### src/scl_pkg.sv
// ----------------------------------------------------------------------------
// scl_pkg: shared types and constants of the soft clipper
// Sample format, blend constants and the request/response structs of the
// digit-serial constant multiplier.
// ----------------------------------------------------------------------------
package scl_pkg;

  // Q2.21 sample
  localparam int unsigned SampleW = 24;

  // Multiplier digit slicing of the (doubled) Q1.23 coefficients
  localparam int unsigned CoefW     = 24;
  localparam int unsigned DigitW    = 4;
  localparam int unsigned MulDigits = CoefW / DigitW;

  // Coefficients in Q1.23, stored doubled so that the 24-bit digit shift
  // lands the product directly on Q2.21
  localparam logic [CoefW-1:0] CoefB2 = 24'd4377424;   // 2 * 0.2609148
  localparam logic [CoefW-1:0] CoefD2 = 24'd12399790;  // 2 * 0.7390851

  // Offsets and clip threshold in Q2.21
  localparam logic signed [SampleW-1:0] OffA    =  24'sd1480214;
  localparam logic signed [SampleW-1:0] OffNegA = -24'sd1480214;
  localparam logic signed [SampleW-1:0] OffC    =  24'sd522551;
  localparam logic signed [SampleW-1:0] OffNegC = -24'sd522551;
  localparam logic signed [SampleW-1:0] ClipThr    =  24'sd2002764;
  localparam logic signed [SampleW-1:0] ClipThrNeg = -24'sd2002764;

  typedef enum logic {
    COEF_B = 1'b0,
    COEF_D = 1'b1
  } coef_sel_e;

  typedef struct packed {
    logic               start;
    logic [SampleW-1:0] x;      // signed Q2.21 operand
    coef_sel_e          coef;
    logic [SampleW-1:0] off;    // signed Q2.21 offset
  } scl_mul_req_t;

  typedef struct packed {
    logic               done;
    logic [SampleW-1:0] res;    // signed Q2.21, saturated
  } scl_mul_rsp_t;

endpackage

### src/scl_mul.sv
// ----------------------------------------------------------------------------
// scl_mul: digit-serial constant multiply-add
// Computes sat24(off + round(x * c)) with the coefficient shifted in four
// bits per cycle, LSB first; the partial sum shifts right as digits retire.
// ----------------------------------------------------------------------------
module scl_mul (
  input  logic                 clk_i,
  input  logic                 rst_ni,
  input  scl_pkg::scl_mul_req_t req_i,
  output scl_pkg::scl_mul_rsp_t rsp_o
);
  import scl_pkg::*;

  localparam int unsigned AccW  = SampleW + DigitW + 2;
  localparam int unsigned ProdW = SampleW + DigitW + 1;
  localparam int unsigned SumW  = SampleW + 2;
  localparam int unsigned CntW  = $clog2(MulDigits);

  localparam logic signed [SumW-1:0] SatMax = SumW'(8388607);
  localparam logic signed [SumW-1:0] SatMin = -SumW'(8388608);

  logic                    busy_q, busy_d;
  logic                    fin_q, fin_d;
  logic                    done_q, done_d;
  logic [CntW-1:0]         cnt_q, cnt_d;
  logic signed [AccW-1:0]  acc_q, acc_d;
  logic [SampleW-1:0]      x_q, x_d;
  logic [CoefW-1:0]        coef_q, coef_d;
  logic [SampleW-1:0]      off_q, off_d;
  logic [SampleW-1:0]      res_q, res_d;

  logic signed [ProdW-1:0] prod;
  logic signed [AccW-1:0]  step_sum;
  logic signed [SumW-1:0]  fin_sum;

  assign prod     = ProdW'($signed(x_q)) *
                    ProdW'($signed({1'b0, coef_q[DigitW-1:0]}));
  assign step_sum = acc_q + AccW'(prod);
  assign fin_sum  = SumW'(acc_q) + SumW'($signed(off_q));

  always_comb begin
    busy_d = busy_q;
    fin_d  = 1'b0;
    done_d = 1'b0;
    cnt_d  = cnt_q;
    acc_d  = acc_q;
    x_d    = x_q;
    coef_d = coef_q;
    off_d  = off_q;
    res_d  = res_q;

    if (req_i.start) begin
      busy_d = 1'b1;
      cnt_d  = '0;
      // rounding half: 2^23 at the doubled scale
      acc_d  = AccW'(1) <<< (CoefW - 1);
      x_d    = req_i.x;
      coef_d = (req_i.coef == COEF_D) ? CoefD2 : CoefB2;
      off_d  = req_i.off;
    end else if (busy_q) begin
      // retire one digit: add, then drop its four low bits
      acc_d  = step_sum >>> DigitW;
      coef_d = coef_q >> DigitW;
      cnt_d  = cnt_q + CntW'(1);
      if (cnt_q == CntW'(MulDigits - 1)) begin
        busy_d = 1'b0;
        fin_d  = 1'b1;
      end
    end

    if (fin_q) begin
      done_d = 1'b1;
      if (fin_sum > SatMax) begin
        res_d = SampleW'(SatMax);
      end else if (fin_sum < SatMin) begin
        res_d = SampleW'(SatMin);
      end else begin
        res_d = SampleW'(fin_sum);
      end
    end
  end

  always_ff @(posedge clk_i or negedge rst_ni) begin
    if (!rst_ni) begin
      busy_q <= 1'b0;
      fin_q  <= 1'b0;
      done_q <= 1'b0;
      cnt_q  <= '0;
    end else begin
      busy_q <= busy_d;
      fin_q  <= fin_d;
      done_q <= done_d;
      cnt_q  <= cnt_d;
    end
  end

  always_ff @(posedge clk_i) begin
    acc_q  <= acc_d;
    x_q    <= x_d;
    coef_q <= coef_d;
    off_q  <= off_d;
    res_q  <= res_d;
  end

  assign rsp_o.done = done_q;
  assign rsp_o.res  = res_q;

endmodule

### src/soft_clipper_with_lookahead.sv
// ----------------------------------------------------------------------------
// soft_clipper_with_lookahead: clip-only soft clipper, one sample lookahead
// Saturating Q2.21 clipper that rounds the edges into and out of a clip.
// ----------------------------------------------------------------------------
// Usage:
//   s_axis carries one signed Q2.21 sample per beat. m_axis returns one beat
//   per input beat: the previously held (possibly softened) sample in tdata
//   and, in tuser, whether a clip is pending after this sample.
//   The output is one sample behind the input; after reset the held sample
//   is zero, so the first output beat carries zero.
//   Each beat walks four checks in order (pending positive clip, positive
//   clip, pending negative clip, negative clip); a check that fires runs one
//   blend through a shared 4-bit-per-cycle multiply-add.
//   An item needs 0 to 2 blends for real inputs, and the next item is
//   accepted only after the current one is written to the output register.
//   The result sits in an output register, so the next beat is accepted
//   while it waits; if the receiver stalls, the block finishes the next item
//   and then holds it until the output register drains.
//   Reset (rst_ni low, asynchronous) clears the held sample, the clip flags
//   and the output valid; the block returns to idle, ready for input.
// ----------------------------------------------------------------------------
module soft_clipper_with_lookahead (
  input  logic                       clk_i,
  input  logic                       rst_ni,
  input  logic                       s_axis_tvalid_i,
  output logic                       s_axis_tready_o,
  input  logic [scl_pkg::SampleW-1:0] s_axis_tdata_i,   // [23:0] sample_in
  output logic                       m_axis_tvalid_o,
  input  logic                       m_axis_tready_i,
  output logic [scl_pkg::SampleW-1:0] m_axis_tdata_o,   // [23:0] sample_out
  output logic                       m_axis_tuser_o     // [0] clipped
);
  import scl_pkg::*;

  typedef enum logic [3:0] {
    S_IDLE = 4'b0001,
    S_EVAL = 4'b0010,
    S_MUL  = 4'b0100,
    S_WB   = 4'b1000
  } state_e;

  typedef enum logic [1:0] {
    PH_POS_PEND = 2'd0,
    PH_POS_CLIP = 2'd1,
    PH_NEG_PEND = 2'd2,
    PH_NEG_CLIP = 2'd3
  } phase_e;

  state_e             state_q, state_d;
  phase_e             phase_q, phase_d, phase_nxt;
  logic               dest_held_q, dest_held_d;
  logic               pos_q, pos_d;
  logic               neg_q, neg_d;
  logic [SampleW-1:0] held_q, held_d;
  logic [SampleW-1:0] smp_q, smp_d;
  logic               mvalid_q, mvalid_d;
  logic [SampleW-1:0] mdata_q, mdata_d;
  logic               muser_q, muser_d;

  scl_mul_req_t       mul_req;
  scl_mul_rsp_t       mul_rsp;

  logic signed [SampleW-1:0] smp_s, held_s;
  logic                      out_free;

  assign smp_s    = $signed(smp_q);
  assign held_s   = $signed(held_q);
  assign out_free = !mvalid_q || m_axis_tready_i;

  always_comb begin
    case (phase_q)
      PH_POS_PEND: phase_nxt = PH_POS_CLIP;
      PH_POS_CLIP: phase_nxt = PH_NEG_PEND;
      PH_NEG_PEND: phase_nxt = PH_NEG_CLIP;
      default:     phase_nxt = PH_POS_PEND;
    endcase
  end

  always_comb begin
    state_d     = state_q;
    phase_d     = phase_q;
    dest_held_d = dest_held_q;
    pos_d       = pos_q;
    neg_d       = neg_q;
    held_d      = held_q;
    smp_d       = smp_q;
    mdata_d     = mdata_q;
    muser_d     = muser_q;
    mvalid_d    = mvalid_q && !m_axis_tready_i;

    mul_req       = '0;
    mul_req.x     = held_q;
    mul_req.coef  = COEF_B;
    mul_req.off   = OffA;

    s_axis_tready_o = (state_q == S_IDLE);

    case (state_q)
      S_IDLE: begin
        if (s_axis_tvalid_i) begin
          smp_d   = s_axis_tdata_i;
          phase_d = PH_POS_PEND;
          state_d = S_EVAL;
        end
      end
      S_EVAL: begin
        case (phase_q)
          PH_POS_PEND: begin
            pos_d = 1'b0;
            if (pos_q) begin
              mul_req.start = 1'b1;
              dest_held_d   = 1'b1;
              if (smp_s < held_s) begin
                mul_req.x = smp_q;
              end else begin
                mul_req.coef = COEF_D;
                mul_req.off  = OffC;
              end
            end
          end
          PH_POS_CLIP: begin
            if (smp_s > ClipThr) begin
              pos_d         = 1'b1;
              mul_req.start = 1'b1;
              dest_held_d   = 1'b0;
            end
          end
          PH_NEG_PEND: begin
            neg_d = 1'b0;
            if (neg_q) begin
              mul_req.start = 1'b1;
              dest_held_d   = 1'b1;
              if (smp_s > held_s) begin
                mul_req.x   = smp_q;
                mul_req.off = OffNegA;
              end else begin
                mul_req.coef = COEF_D;
                mul_req.off  = OffNegC;
              end
            end
          end
          default: begin
            if (smp_s < ClipThrNeg) begin
              neg_d         = 1'b1;
              mul_req.start = 1'b1;
              dest_held_d   = 1'b0;
              mul_req.off   = OffNegA;
            end
          end
        endcase
        if (mul_req.start) begin
          state_d = S_MUL;
        end else begin
          phase_d = phase_nxt;
          state_d = (phase_q == PH_NEG_CLIP) ? S_WB : S_EVAL;
        end
      end
      S_MUL: begin
        if (mul_rsp.done) begin
          if (dest_held_q) begin
            held_d = mul_rsp.res;
          end else begin
            smp_d = mul_rsp.res;
          end
          phase_d = phase_nxt;
          state_d = (phase_q == PH_NEG_CLIP) ? S_WB : S_EVAL;
        end
      end
      S_WB: begin
        // hold until the output register drains
        if (out_free) begin
          mdata_d  = held_q;
          muser_d  = pos_q || neg_q;
          mvalid_d = 1'b1;
          held_d   = smp_q;
          state_d  = S_IDLE;
        end
      end
      default: begin
        state_d = S_IDLE;
      end
    endcase
  end

  scl_mul u_mul (
    .clk_i  (clk_i),
    .rst_ni (rst_ni),
    .req_i  (mul_req),
    .rsp_o  (mul_rsp)
  );

  always_ff @(posedge clk_i or negedge rst_ni) begin
    if (!rst_ni) begin
      state_q  <= S_IDLE;
      phase_q  <= PH_POS_PEND;
      pos_q    <= 1'b0;
      neg_q    <= 1'b0;
      held_q   <= '0;
      mvalid_q <= 1'b0;
    end else begin
      state_q  <= state_d;
      phase_q  <= phase_d;
      pos_q    <= pos_d;
      neg_q    <= neg_d;
      held_q   <= held_d;
      mvalid_q <= mvalid_d;
    end
  end

  always_ff @(posedge clk_i) begin
    dest_held_q <= dest_held_d;
    smp_q       <= smp_d;
    mdata_q     <= mdata_d;
    muser_q     <= muser_d;
  end

  assign m_axis_tvalid_o = mvalid_q;
  assign m_axis_tdata_o  = mdata_q;
  assign m_axis_tuser_o  = muser_q;

`ifndef NO_ASSERTIONS
  // the two clip flags are never both pending between items
  a_flags_exclusive: assert property (@(posedge clk_i) disable iff (!rst_ni)
    (state_q == S_IDLE) |-> !(pos_q && neg_q))
    else $error("both clip flags pending between items");

  // the multiplier only answers while the sequencer waits for it
  a_mul_done_in_mul: assert property (@(posedge clk_i) disable iff (!rst_ni)
    mul_rsp.done |-> (state_q == S_MUL))
    else $error("multiplier result outside of a multiply step");

  // a write-back into a free output register shows a beat next cycle
  a_wb_presents: assert property (@(posedge clk_i) disable iff (!rst_ni)
    ((state_q == S_WB) && out_free) |=> (m_axis_tvalid_o && (state_q == S_IDLE)))
    else $error("write-back did not present an output beat");

  // no new multiply is launched while waiting on one
  a_no_restart: assert property (@(posedge clk_i) disable iff (!rst_ni)
    (state_q == S_MUL) |-> !mul_req.start)
    else $error("multiply started while another is running");
`endif

endmodule
### config.mk
export PLATFORM = sky130hd
export DESIGN_NAME = soft_clipper_with_lookahead
export DESIGN_NICKNAME = d
export VERILOG_FILES = /design/src/scl_pkg.sv /design/src/scl_mul.sv /design/src/soft_clipper_with_lookahead.sv
export SDC_FILE = /design/constraint.sdc
export NUM_CORES = 1
export LEC_CHECK = 0
export ABC_AREA = 1
export BUFFER_PORTS_ARGS = -buffer_cell sky130_fd_sc_hd__buf_2
export CORE_MARGIN = 2
export CORE_UTILIZATION = 40
export CTS_BUF_LIST = sky130_fd_sc_hd__clkbuf_2 sky130_fd_sc_hd__clkbuf_4 sky130_fd_sc_hd__clkbuf_8
export DETAILED_ROUTE_END_ITERATION = 8
export PLACE_DENSITY = 0.6
export SYNTH_ARGS = -nofsm -noshare
export SYNTH_HDL_FRONTEND = slang
export SYNTH_HIERARCHICAL = 1
export SYNTH_SLANG_ARGS = --single-unit
### constraint.sdc
create_clock -name clk_i -period 5.5 [get_ports clk_i]
set_input_delay 0.825 -clock clk_i [delete_from_list [all_inputs] [get_ports clk_i]]
set_output_delay 0.825 -clock clk_i [all_outputs]
set_load 0.005 [all_outputs]
==> results of run 1 <==
path summary, 6_finish.rpt:
kind                                            from                           end  slack, ps  cells after the start
max                        u_mul/coef_q[1]$_DFFE_PP_  u_mul/acc_q[16]$_SDFFE_PP0P_        840                     17
min                                           rst_ni        held_q[21]$_DFFE_PN0P_        480                      1
max reg2reg                u_mul/coef_q[1]$_DFFE_PP_  u_mul/acc_q[16]$_SDFFE_PP0P_        840                     17
min reg2reg                   held_q[15]$_DFFE_PN0P_  m_axis_tdata_o[15]$_DFFE_PP_        480                      0
max in group asynchronous                     rst_ni         held_q[2]$_DFFE_PN0P_       4310                      1
min in group clk_i            held_q[15]$_DFFE_PN0P_  m_axis_tdata_o[15]$_DFFE_PP_        480                      0
worst max-delay path, delay by kind of cell, from the launching register on:
kind | cells | cell delay (ps)
adder cells (fa/ha/maj) | 4 | 1910
buffers and inverters | 4 | 230
AND/OR/NAND/NOR | 9 | 1410
flip-flops | 1 | 1000
registers in the layout, summed over array words and instances (netlist names):
| signal | count |
|---|---|
| u_mul/coef_q | 21 |
| u_mul/acc_q | 26 |
| pos_q | 1 |
| smp_q | 24 |
| u_mul/fin_q | 1 |
| m_axis_tuser_o | 1 |
| neg_q | 1 |
| dest_held_q | 1 |
| u_mul/busy_q | 1 |
| u_mul/x_q | 24 |
| state_q | 4 |
| u_mul/off_q | 24 |
| held_q | 24 |
| m_axis_tvalid_o | 1 |
| u_mul/res_q | 24 |
| m_axis_tdata_o | 24 |
| u_mul/cnt_q | 3 |
| u_mul/done_q | 1 |
| phase_q | 2 |
final cells by class:
class / count / area share (%)
multi-input cells: 1336 / 47.4
flip-flops and latches: 208 / 33.8
inverters: 377 / 8.26
clock buffers: 55 / 4.09
well taps: 518 / 3.78
repair buffers: 68 / 2.19
clock inverters: 17 / 0.497
per-layer routing:
layer  vias to the layer above  wire length, um
li1                       6356                -
met1                      5974            19300
met2                       354            19000
met3                        85             2420
met4                         0             1860
met5                         -                0
synth_stat cells (3+ instances only):
master,count
nand2_1,620
inv_1,372
edfxtp_1,143
nor2_1,126
ha_1,110
nand3_1,95
fa_1,75
a21oi_1,73
o21ai_0,57
dfrtp_1,38
clkbuf_1,26
dfxtp_1,26
nand4_1,25
nor3_1,18
o211ai_1,17
xnor2_1,15
xor2_1,13
a31oi_1,11
o21ai_1,11
o22ai_1,10
buf_6,8
nand2_2,8
o21bai_1,6
nand3b_1,5
a21o_1,4
buf_2,4
inv_2,4
nand3_2,4
nor4_1,4
or2_2,4
buf_4,3
nand2_4,3
nor2_2,3
nor2_4,3
metrics by stage:
| step | instance area, um2 | setup WS, ps | instances |
|---|---|---|---|
| final | 17100 | 839 | 2579 |
| after floorplan | 15500 | 1580 | 1962 |
| after global routing | 17100 | 471 | 2579 |
| after CTS | 17100 | 872 | 2579 |
| after detailed placement | 16300 | 901 | 2507 |
| after global placement | 16300 | 930 | 2507 |
logic make-up after synthesis:
family / Yosys count / synth area share [%]
flops: 208 / 37.3
fa+ha+maj: 185 / 18.5
xor+xnor: 28 / 1.58
buf+inv: 418 / 10.6
compound gates: 198 / 7.22
simple gates: 925 / 24.8
==> results.json, run 1 <==
{
  "fin_nets": 2243,
  "finClkSkew_ps": 22.1,
  "viasPerCell": 4.95,
  "fin_crit_sh_pct": 84.8,
  "maxCapViolations": 0,
  "die_y_um": 201,
  "fin_tns_setup_ps": 0,
  "met3_usage_pct": 3.34,
  "setup_violations": 0,
  "first_pass_iters": 6,
  "totalWireLength_um": 42600,
  "cp.required_ps": 5930,
  "initial_core_util_pct": 40.4,
  "io_pins": 55,
  "fill_cells": 3883,
  "final_common_cell": "nand2_1",
  "postCtsSetupRepairBufs": 0,
  "endpoint_kind": "flop",
  "synth_top_area_share_pct": 27.6,
  "drive_gt1_share_pct": 8.35,
  "hold_class": "in -> async",
  "die_area_um2": 40400,
  "hold_viol_final": 0,
  "grt_pass1_wl_um": 68400,
  "tightestPinTransition_ps": 1110,
  "cts_buffer_depth": 3,
  "rsz0062_at_grt": "false",
  "multi_input_area_um2": 8120,
  "path_cells": "nand2_1 > fa_1 > inv_1 > fa_1 > inv_1 > fa_1 > inv_1 > ha_1 > nand2_1 > nor2_1 > inv_1 > nor2_1 > nand3_1 > nand3_1 > nand2_1 > nand3_1 > nand2_1",
  "place.port_buffers": 54,
  "cts_sinks": 208,
  "vias": 12769,
  "dp_hpwl_um": 33500,
  "hold_slack_ps": 484,
  "cts_tree": "done",
  "synth.avg_cell_area_um2": 7.92,
  "antenna_cells": 0,
  "wl_per_cell_um": 16.5,
  "slew_headroom_pct": 26.2,
  "ctsHoldBuffers": 0,
  "synth_flop_cell": "edfxtp_1",
  "fin_crit_ps": 4660,
  "first_global_vias": 12952,
  "numCtsBuffers": 39,
  "antenna_found_initial": 0,
  "area_growth_pct": 10.3,
  "fin_util_pct": 44.5,
  "start_kind": "flop",
  "fmax_mhz": 215,
  "clock_latency_ps": 540,
  "die_w_um": 201,
  "mostFrequentLayoutCells": "620 x nand2_1, 371 x inv_1, 143 x edfxtp_1",
  "syn_nets": 2175,
  "clock-root-buffer": "clkbuf_8",
  "antenna_left": 0,
  "remaining_drc_errors": 0,
  "syn_area_um2": 15500,
  "slowest_delay_ps": 1000,
  "gp_congestion": 0.955,
  "drtIter0Drc": 787,
  "synth_cells": 1962,
  "grt_max_degree": 44,
  "cp_slowest_cell": "edfxtp_1",
  "slew_viol_final": 0,
  "synth-seq-cells": 208,
  "critPathKind": "reg -> reg",
  "top_usage_layer": "met2",
  "synth_top_area_cell": "edfxtp_1",
  "grtUsageMet2_pct": 34.2,
  "critPathMaxFanout": 22,
  "status": "complete, no violations",
  "yosys-top-cells-area": "edfxtp_1 28%, nand2_1 15%, fa_1 9.7%, inv_1 9.0%, ha_1 8.9%",
  "postSynth.asyncResetShare_pct": 18.8,
  "post_cts_resized": 0,
  "seqCellArea_um2": 5790,
  "synth_seq_area_share_pct": 37.3,
  "synth_cell_type_count": 50,
  "htree_levels": 2,
  "yosys_warnings": 6,
  "rows": 72,
  "overflow": 0,
  "cts.clk_slew.worst_paths_ps": 60,
  "synth_edf_count": 143,
  "cp_data_arrival_time_ps": 5090,
  "track_usage_pct": 21.4,
  "grtUsageMet1_pct": 28.9,
  "core_area_um2": 38500
}
Power of run 1 is not shown: default switching activity piles up to over one toggle a cycle in this logic, so the estimate is an artifact.
==> run 2: changes to the inputs <==
- PLACE_DENSITY: 0.6 -> 0.62
- clock period: 5.5 -> 4.27 ns (I/O delays scaled with it)
==> run 2 against run 1 <==
Die area did not move. Worst hold slack got worse by 180 ps. Via count rose by 1.5%. Final cell count rose by 0.47%. Sequential share of layout area fell by 0.26 points. Register-to-register slack got worse by 570 ps. Critical endpoint is now u_mul/acc_q[21]$_SDFFE_PP0P_. Sequential cell count did not move. Clock skew fell by 3.9 ps. First-iteration DRC count rose by 26%. Wire length rose by 3.3%. Largest cell class unchanged.
==> results.json, run 2 (synthesized netlist as in run 1, its figures left out) <==
{
  "status": "complete, no violations",
  "endpoint_kind": "flop",
  "largest_register_ffs": 26,
  "critPathMaxFanout": 24,
  "area_growth_pct": 11.2,
  "numCtsBuffers": 39,
  "wl_per_cell_um": 17.0,
  "start_kind": "flop",
  "cp.required_ps": 4710,
  "first_global_vias": 12933,
  "grt_pass1_wl_um": 70100,
  "totalWireLength_um": 44000,
  "slew_viol_final": 0,
  "cts_tree": "done",
  "fin_crit_sh_pct": 93.6,
  "core_area_um2": 38500,
  "cp_common_cell": "inv_1",
  "antenna_cells": 0,
  "fmax_mhz": 250,
  "maxCapViolations": 0,
  "cp_data_arrival_time_ps": 4440,
  "viasPerCell": 5.00,
  "setup_violations": 0,
  "drive_gt1_share_pct": 8.78,
  "fill_cells": 3939,
  "finClkSkew_ps": 18.2,
  "antenna_found_initial": 0,
  "path_buf_inv": 6,
  "first_pass_iters": 7,
  "track_usage_pct": 22.0,
  "clock_latency_ps": 550,
  "vias": 12956,
  "gp_congestion": 0.956,
  "fin_nets": 2256,
  "fin_tns_setup_ps": 0,
  "die_y_um": 201,
  "die_w_um": 201,
  "overflow": 0,
  "rows": 72,
  "cts.clk_slew.worst_paths_ps": 60,
  "critPathKind": "reg -> reg",
  "cts_buffer_depth": 3,
  "htree_levels": 2,
  "final_common_cell": "nand2_1",
  "place.port_buffers": 54,
  "antenna_left": 0,
  "path_cells": "buf_12 > nand2_1 > fa_1 > inv_1 > fa_1 > inv_1 > fa_1 > inv_1 > ha_1 > a21oi_1 > inv_1 > nor2_1 > buf_4 > a21oi_1 > nor2_1 > nand3b_1 > nand3_1 > nand2_1",
  "slowest_delay_ps": 570,
  "tightestPinTransition_ps": 1110,
  "io_pins": 55,
  "ctsHoldBuffers": 0,
  "remaining_drc_errors": 0,
  "grt_max_degree": 50,
  "regMostFlops": "u_mul/acc_q",
  "hold_class": "in -> async",
  "drtIter0Drc": 990,
  "rsz0062_at_grt": "false",
  "dp_hpwl_um": 34900,
  "crit_family": "adder cells",
  "slew_headroom_pct": 26.2,
  "cts_sinks": 208,
  "fin_crit_ps": 4000,
  "initial_core_util_pct": 40.4,
  "mostFrequentLayoutCells": "620 x nand2_1, 371 x inv_1, 143 x edfxtp_1",
  "hold_viol_final": 0,
  "clock-root-buffer": "clkbuf_8",
  "die_area_um2": 40400,
  "cp_slowest_cell": "fa_1"
}
run 2: cell count changes in the layout (fill, tap and decap cells not counted), moves of 2 or more:
| cell | before | now |
|---|---|---|
| bufinv_16 | 0 | 2 |
| buf_12 | 0 | 4 |
| clkbuf_8 | 46 | 39 |
| nor2_1 | 126 | 124 |
| buf_4 | 14 | 23 |
| clkinv_2 | 8 | 4 |
| nor2_2 | 3 | 5 |
| clkinv_1 | 8 | 15 |
run 2: cell type report:
cell class                      count  area [um2]  share of cell area, %
Timing Repair Buffer               81         523                   3.03
Clock buffer                       49         612                   3.54
Clock inverter                     22         151                  0.876
Inverter                          377        1420                   8.19
Sequential cell                   208        5790                   33.5
Multi-Input combinational cell   1336        8130                   47.1
Tap cell                          518         648                   3.75
run 2: repair_timing:
item                                    in CTS  in global routing
endpoints found under the setup margin       0                 13
gates resized for setup                      0                  7
setup buffers                                0                  4
hold endpoints to repair                     0                  0
run 2: path summary, 6_finish.rpt:
| path | cells past startpoint | start | slack, ps | to |
|---|---|---|---|---|
| min in group clk_i | 3 | s_axis_tdata_i[5] | 360 | smp_q[5]$_DFFE_PP_ |
| worst min-delay path | 1 | rst_ni | 310 | held_q[21]$_DFFE_PN0P_ |
| worst min register to register | 0 | held_q[16]$_DFFE_PN0P_ | 490 | m_axis_tdata_o[16]$_DFFE_PP_ |
| worst max register to register | 18 | u_mul/coef_q[1]$_DFFE_PP_ | 270 | u_mul/acc_q[21]$_SDFFE_PP0P_ |
| max in group asynchronous | 1 | rst_ni | 3270 | u_mul/busy_q$_DFF_PN0_ |
| worst max-delay path | 18 | u_mul/coef_q[1]$_DFFE_PP_ | 270 | u_mul/acc_q[21]$_SDFFE_PP0P_ |
run 2: stage by stage:
step	area (um2)	instances	setup slack (ps)	util [%]	hold slack, ps
after floorplan	15500	1962	351	-	345
after global placement	16400	2516	-18.8	42.7	472
after detailed placement	16400	2516	67.3	42.7	475
after CTS	17200	2587	64.3	44.7	317
after global routing	17300	2591	14.7	44.9	359
final	17300	2591	273	44.9	308
run 2: worst reg2reg max path, cell delays in order (launching register included):
cell	delay [ps]
edfxtp_1	370
buf_12	170
nand2_1	110
fa_1	510
inv_1	50
fa_1	480
inv_1	60
fa_1	570
inv_1	50
ha_1	360
a21oi_1	280
inv_1	70
nor2_1	170
buf_4	170
a21oi_1	70
nor2_1	160
nand3b_1	110
nand3_1	100
nand2_1	50
run 2: routing by layer:
metal  GRT usage (%)  vias up  part of all wire [%]
met5               0        -                     0
met4            6.16        0                   2.4
met1            29.9     6145                    45
met3            2.51       72                   5.4
met2            37.3      368                    48
li1                -     6371                     -
Power of run 2 is left out for the same reason.
